File: src/rtl/core/bss_pkg.sv
// Shared constants and helpers for the bit sequence search block.
// No dependencies; used by bss_match and bit_sequence_search.

package bss_pkg;

    localparam int MAX_PATTERN_BITS = 64;
    localparam int HIST_BITS        = 64;
    localparam int LIMIT_BITS       = (MAX_PATTERN_BITS < HIST_BITS) ? MAX_PATTERN_BITS
                                                                     : HIST_BITS;
    localparam int LEN_W            = 7;
    localparam int SEEN_W           = 7;
    localparam int BYTE_W           = 8;
    localparam int WIN_W            = HIST_BITS - 1 + BYTE_W;

    localparam logic [SEEN_W-1:0] SEEN_MAX = {SEEN_W{1'b1}};

    // configuration register indexes
    localparam logic REG_PATTERN_VALUE  = 1'b0;
    localparam logic REG_PATTERN_LENGTH = 1'b1;

    typedef logic [HIST_BITS-1:0] word_t;
    typedef logic [LEN_W-1:0]     len_t;
    typedef logic [SEEN_W-1:0]    seen_t;

    // zero length acts as one, long lengths clamp to the history size
    function automatic len_t eff_len(input len_t len);
        len_t res;
        res = len;
        if (res == '0)
            res = len_t'(1);
        if ({1'b0, res} > (LEN_W+1)'(LIMIT_BITS))
            res = len_t'(LIMIT_BITS);
        return res;
    endfunction

    function automatic word_t len_mask(input len_t len);
        word_t m;
        for (int i = 0; i < HIST_BITS; i++)
            m[i] = ((LEN_W+1)'(i) < {1'b0, len});
        return m;
    endfunction

endpackage

File: src/rtl/core/bit_sequence_search.sv
// Top level of the bit sequence search block: stream ports, config port,
// history state and the two-stage result path. Depends on bss_pkg, bss_match.
//
// Usage:
//   The slave stream carries one byte per request (s_tdata, bit 7 first on
//   the line) with s_tlast marking the final byte of a stream. Every input
//   byte yields one result on the master stream: m_tdata[0] is the hit in
//   this byte, m_tdata[1] the sticky found flag, m_tlast echoes the input
//   marker; when it is set, m_tdata[1] is the answer for the whole stream.
//   The config channel writes index 0 (pattern value, right aligned) or
//   index 1 (pattern length, 1..64) and is always ready; write it only
//   while no request is in flight.
//   The accepting edge loads the input register, and the compare of all
//   eight end positions in the byte feeds the result register, which drives
//   m_tvalid. Throughput is one byte per cycle while the result stream is
//   not held by a low m_tready.
//   Reset clears history, bit count, found flag and pipeline valids, and
//   sets the pattern to zero with length one. The stream state also clears
//   after each byte marked last. When m_tready is low the result holds and
//   one more byte is taken into the input stage before s_tready drops.

module bit_sequence_search
(
    input  logic        clk,
    input  logic        rst_n,
    // input stream
    input  logic        s_tvalid,
    output logic        s_tready,
    input  logic [7:0]  s_tdata,     // [7:0] data_byte
    input  logic        s_tlast,     // last_byte
    // result stream
    output logic        m_tvalid,
    input  logic        m_tready,
    output logic [7:0]  m_tdata,     // [0] hit_in_byte, [1] found_so_far, [7:2] zero
    output logic        m_tlast,     // stream_end
    // config writes
    input  logic        cfg_valid,
    output logic        cfg_ready,
    input  logic        cfg_index,
    input  logic [63:0] cfg_data
);

    // configuration
    bss_pkg::word_t pattern_reg;
    bss_pkg::len_t  len_reg;
    bss_pkg::word_t mask_reg;
    bss_pkg::word_t want;
    bss_pkg::len_t  len_eff;

    // stream state
    bss_pkg::word_t hist_reg, hist_next;
    bss_pkg::seen_t seen_reg, seen_next;
    logic           found_reg, found_next;

    // input stage
    logic                            s1_valid_reg;
    logic [bss_pkg::HIST_BITS-2:0]   s1_hist_reg;
    bss_pkg::seen_t                  s1_seen_reg;
    logic [bss_pkg::BYTE_W-1:0]      s1_byte_reg;
    logic                            s1_last_reg;

    // result stage
    logic out_valid_reg;
    logic out_hit_reg;
    logic out_found_reg;
    logic out_last_reg;

    logic s_fire;
    logic s1_adv;
    logic hit;

    assign cfg_ready = 1'b1;
    assign len_eff   = bss_pkg::eff_len(len_reg);
    assign want      = pattern_reg & mask_reg;

    assign s1_adv   = s1_valid_reg && (!out_valid_reg || m_tready);
    assign s_tready = !s1_valid_reg || s1_adv;
    assign s_fire   = s_tvalid && s_tready;

    always_ff @(posedge clk or negedge rst_n)
    begin
        if (!rst_n)
        begin
            pattern_reg <= '0;
            len_reg     <= bss_pkg::len_t'(1);
            mask_reg    <= bss_pkg::word_t'(1);
        end
        else if (cfg_valid)
        begin
            case (cfg_index)
                bss_pkg::REG_PATTERN_VALUE:
                begin
                    pattern_reg <= cfg_data;
                end
                bss_pkg::REG_PATTERN_LENGTH:
                begin
                    len_reg  <= cfg_data[bss_pkg::LEN_W-1:0];
                    mask_reg <= bss_pkg::len_mask(bss_pkg::eff_len(cfg_data[bss_pkg::LEN_W-1:0]));
                end
                default:
                begin
                    pattern_reg <= pattern_reg;
                end
            endcase
        end
    end

    // history and bit count advance when the byte is accepted, and clear on a last byte
    always_comb
    begin
        hist_next = hist_reg;
        seen_next = seen_reg;
        if (s_fire)
        begin
            if (s_tlast)
            begin
                hist_next = '0;
                seen_next = '0;
            end
            else
            begin
                hist_next = {hist_reg[bss_pkg::HIST_BITS-bss_pkg::BYTE_W-1:0], s_tdata};
                if (seen_reg > (bss_pkg::SEEN_MAX - bss_pkg::seen_t'(bss_pkg::BYTE_W)))
                    seen_next = bss_pkg::SEEN_MAX;
                else
                    seen_next = seen_reg + bss_pkg::seen_t'(bss_pkg::BYTE_W);
            end
        end
    end

    always_ff @(posedge clk or negedge rst_n)
    begin
        if (!rst_n)
        begin
            hist_reg <= '0;
            seen_reg <= '0;
        end
        else
        begin
            hist_reg <= hist_next;
            seen_reg <= seen_next;
        end
    end

    always_ff @(posedge clk or negedge rst_n)
    begin
        if (!rst_n)
            s1_valid_reg <= 1'b0;
        else if (s_tready)
            s1_valid_reg <= s_tvalid;
    end

    always_ff @(posedge clk)
    begin
        if (s_fire)
        begin
            s1_hist_reg <= hist_reg[bss_pkg::HIST_BITS-2:0];
            s1_seen_reg <= seen_reg;
            s1_byte_reg <= s_tdata;
            s1_last_reg <= s_tlast;
        end
    end

    bss_match u_match
    (
        .window (bss_pkg::WIN_W'({s1_hist_reg, s1_byte_reg})),
        .seen   (s1_seen_reg),
        .len    (len_eff),
        .mask   (mask_reg),
        .want   (want),
        .hit    (hit)
    );

    // sticky flag follows results in order, cleared after the last byte
    always_comb
    begin
        found_next = found_reg;
        if (s1_adv)
            found_next = s1_last_reg ? 1'b0 : (found_reg || hit);
    end

    always_ff @(posedge clk or negedge rst_n)
    begin
        if (!rst_n)
        begin
            found_reg     <= 1'b0;
            out_valid_reg <= 1'b0;
        end
        else
        begin
            found_reg <= found_next;
            if (!out_valid_reg || m_tready)
                out_valid_reg <= s1_valid_reg;
        end
    end

    always_ff @(posedge clk)
    begin
        if (s1_adv)
        begin
            out_hit_reg   <= hit;
            out_found_reg <= found_reg || hit;
            out_last_reg  <= s1_last_reg;
        end
    end

    assign m_tvalid = out_valid_reg;
    assign m_tdata  = {6'b0, out_found_reg, out_hit_reg};
    assign m_tlast  = out_last_reg;

endmodule

File: src/rtl/core/bss_match.sv
// Compares the pattern against the eight windows ending inside one byte.
// Depends on bss_pkg.

module bss_match
(
    input  logic [bss_pkg::WIN_W-1:0]  window,   // older history bits above, new byte low
    input  bss_pkg::seen_t             seen,     // bits seen before this byte
    input  bss_pkg::len_t              len,      // effective pattern length
    input  bss_pkg::word_t             mask,
    input  bss_pkg::word_t             want,
    output logic                       hit
);

    logic [bss_pkg::BYTE_W-1:0] pos_hit;

    always_comb
    begin
        for (int j = 1; j <= bss_pkg::BYTE_W; j++)
        begin
            // after j bits of the byte, the newest bit is byte bit 8-j
            pos_hit[j-1] = (({1'b0, seen} + (bss_pkg::SEEN_W+1)'(j)) >=
                            (bss_pkg::SEEN_W+1)'(len)) &&
                           ((window[(bss_pkg::BYTE_W-j) +: bss_pkg::HIST_BITS] & mask)
                            == want);
        end
    end

    assign hit = |pos_hit;

endmodule

File: config.mk
export PLATFORM = sky130hd
export DESIGN_NAME = bit_sequence_search
export DESIGN_NICKNAME = d
export VERILOG_FILES = /design/src/rtl/core/bss_pkg.sv /design/src/rtl/core/bit_sequence_search.sv /design/src/rtl/core/bss_match.sv
export SDC_FILE = /design/constraint.sdc
export NUM_CORES = 1
export LEC_CHECK = 0
export BUFFER_PORTS_ARGS = -buffer_cell sky130_fd_sc_hd__buf_4
export CORE_MARGIN = 3
export CORE_UTILIZATION = 30
export DETAILED_ROUTE_END_ITERATION = 8
export GPL_TIMING_DRIVEN = 0
export PLACE_DENSITY = 0.51
export SYNTH_ARGS = -nofsm -noshare
export SYNTH_HDL_FRONTEND = slang
export SYNTH_SLANG_ARGS = --single-unit
File: constraint.sdc
create_clock -name clk -period 3.8 [get_ports clk]
set_input_delay 0.57 -clock clk [delete_from_list [all_inputs] [get_ports clk]]
set_output_delay 0.57 -clock clk [all_outputs]
set_load 0.05 [all_outputs]
==> impl_results.md <==
* Run status: finished with violations
* Failing checks: capacitance limit, slew limit, setup timing
* Synthesized area at 19400 µm²
* Max-cap violations at 2
* #FFs+latches synth at 286
* Top area cells in the synthesized netlist: dfrtp_1, xor2_1, edfxtp_1, a22oi_1, mux2_2
* Pre-antenna DRT Iters at 8
* Avg Cell Area, Syn at 9.70 µm²
* Final setup violation count at 3
* GR Util met2 at 46.3%
* Remaining global-route overflow at 0
* Top Family by Delay on Critical Path: simple AND/OR/NAND/NOR gates
* Worst skew pair latency at 570 ps
* Drt drc at 0
* Vias in the first global route at 16900
* Drt via density at 5.71
* Port bufs at 82
* Seq/Total Area, Yosys at 38.9%
* Post-CTS Resized at 0
* Fmax at 0.244 GHz
* Layout cell share with drive strength beyond 1 at 13.7%
* Setup crit start kind: flop
* Core area at 63500 µm²
* Commonest non-fill, non-tap cell in the layout: xor2_1
* Clock buffer depth at 3
* HP Class: in2async
* Vias at 17100
* Min Tclk post-route at 4100 ps
* Post-route ant nets at 0
* Fin crit share at 108%
* Post-DP HPWL at 75300 µm
* GR Layer Usage met3 at 7.38%
* Pwr/cell area at 495 nW/µm²
* Pin count of the biggest net entering global routing at 106
* Static Leak at 9.56 nW
* Final Skew at 26.5 ps
* Hold Violations, Final at 0
* Post-CTS Setup Inserts at 0
* Yosys warns at 0
* Fill cell count at 6519
* Worst Setup SP: s1_hist_reg[33]
* Commonest cells after routing, fill and taps aside: xor2_1, a22oi_1, dfrtp_1
* First-pass GRT wire length at 141000 µm
* Most used DFF post-synth: dfrtp_1
* Std cell rows at 92
* Die H at 261 µm
* Pins Over Slew Limit at 18
* GR Util All Layers at 30.5%
* Syn Inst Count at 2004
* Peak VDD IR at 0.000341 V
* Synth cell types at 51
* Critical Path Sink Type: flop
* WP data required at 4220 ps
* Full die area at 67900 µm²
* RSZ-0062 raised after global routing: false
* Worst path slowest cell: nor4_1
* CP arrival at 4520 ps
* Post-synth top area cell: dfrtp_1
* CTS clk-pin slew, worst paths at 60 ps
* Register area at 7560 µm²
* Multi-input gate area at 10700 µm²
* Area delta synth->final at 14.9%
* Gr busiest metal: met2
* Clock Sinks at 286
* Actual slew at the worst max-slew pin at 1570 ps
* Final hold slack at 31.7 ps
* I/O pins at 91
* Worst Path Max Fanout at 8
* Clock Root Buffer: clkbuf_16
* Critical path, cell by cell: clkbuf_1 > xor2_1 > a22oi_1 > nand4_1 > nor4_1 > nand3_1 > o211ai_2 > nor4_4 > nand2_1
* Number of synthesized flops with an enable pin at 80
* Asr flop ratio synth at 72.0%
* Routed Wire Length at 105000 µm
* Yosys top cell area share at 26.3%
* Gpl congestion at 1.05
* Hold buffers post-CTS at 0
* Post-layout net count at 2232
* Worst reg2reg path startpoint: s1_hist_reg[33]
* Buf+Inv Stages, Crit Path at 1
* Fin cells at 3000
* Slew HR at -4.60%
* First DRT Iteration DRCs at 2054
* Met1 Resource Use GR at 39.4%
* Starting Density at 30.6%
* Critical path's largest stage delay at 1030 ps
* Final WS setup at -298 ps
* H-tree depth at 2
* Routed WL per cell at 35.0 µm
* Placed instance count at 2940
* Die W at 261 µm
* CTS tree: done
* Initial antenna violation count at 4
* Clock buffer count from CTS at 34
* Critical path class: reg2reg
## path summary, 6_finish.rpt
| kind | end | slack [ps] | cells past startpoint |
|---|---|---|---|
| max in group asynchronous | mask_reg[40] | 2690 | 2 |
| min | seen_reg[1] | 30 | 1 |
| max reg2reg | out_found_reg | -300 | 9 |
| max | out_found_reg | -300 | 9 |
| min in group clk | s1_byte_reg[7] | 200 | 1 |
| min reg2reg | s1_hist_reg[58] | 440 | 0 |
## stage by stage
| step | setup TNS, ps | cell area (µm²) | util (%) | power [W] | worst slack, ps |
|---|---|---|---|---|---|
| after floorplan | 0 | 19500 | - | 0.00598 | 226 |
| after global placement | -35620 | 21100 | 33.3 | 0.00762 | -514 |
| after detailed placement | 0 | 21200 | 33.4 | 0.00763 | 117 |
| after CTS | 0 | 22300 | 35.2 | 0.0110 | 73.2 |
| after global routing | 0 | 22300 | 35.2 | 0.0114 | 2.27 |
| final | -855 | 22300 | 35.2 | 0.0111 | -298 |
## Yosys cell counts, types with 8 or more instances
cell	count
nand4_1	67
inv_1	16
a21o_1	8
o21ai_0	107
dfrtp_1	204
edfxtp_1	80
nor2_1	31
a31oi_1	8
xor2_1	516
buf_2	43
nor4_1	12
buf_1	15
buf_4	18
mux2_2	64
a21oi_1	46
nand2b_1	70
nand2_1	138
a22oi_1	244
ha_1	25
nand3_1	11
a22o_1	19
buf_6	12
clkbuf_1	169
## cells by family after synthesis
family / count (synthesis) / share of synthesized area, %
other cells: 2 / 0.0386
fa+ha+maj: 25 / 1.61
simple gates: 360 / 9.40
mux: 64 / 3.71
xor+xnor: 521 / 23.5
flops: 286 / 38.9
compound gates: 469 / 16.4
buf+inv: 277 / 6.46
## cell type report
| class | instances | area share, % |
|---|---|---|
| Clock buffer | 42 | 4.17 |
| Inverter | 16 | 0.280 |
| Tap cell | 846 | 4.74 |
| Antenna cell | 1 | 0.0112 |
| Buffer | 259 | 5.32 |
| Multi-Input combinational cell | 1446 | 47.7 |
| Timing Repair Buffer | 85 | 3.07 |
| Sequential cell | 286 | 33.8 |
| Clock inverter | 19 | 0.885 |
## where the power goes
group          internal (W)  total [W]  leakage (nW)  switching [W]
Sequential          0.00347    0.00361          3.32       0.000146
Combinational       0.00125    0.00412          5.68        0.00287
Clock               0.00196    0.00332         0.552        0.00136
## layer usage
metal	share of wire, %	up-vias
li1	-	7197
met1	41	8620
met3	9.1	331
met2	43	980
met5	0.011	-
met4	6.9	2
Note: power is estimated with default switching activity, not from simulation.
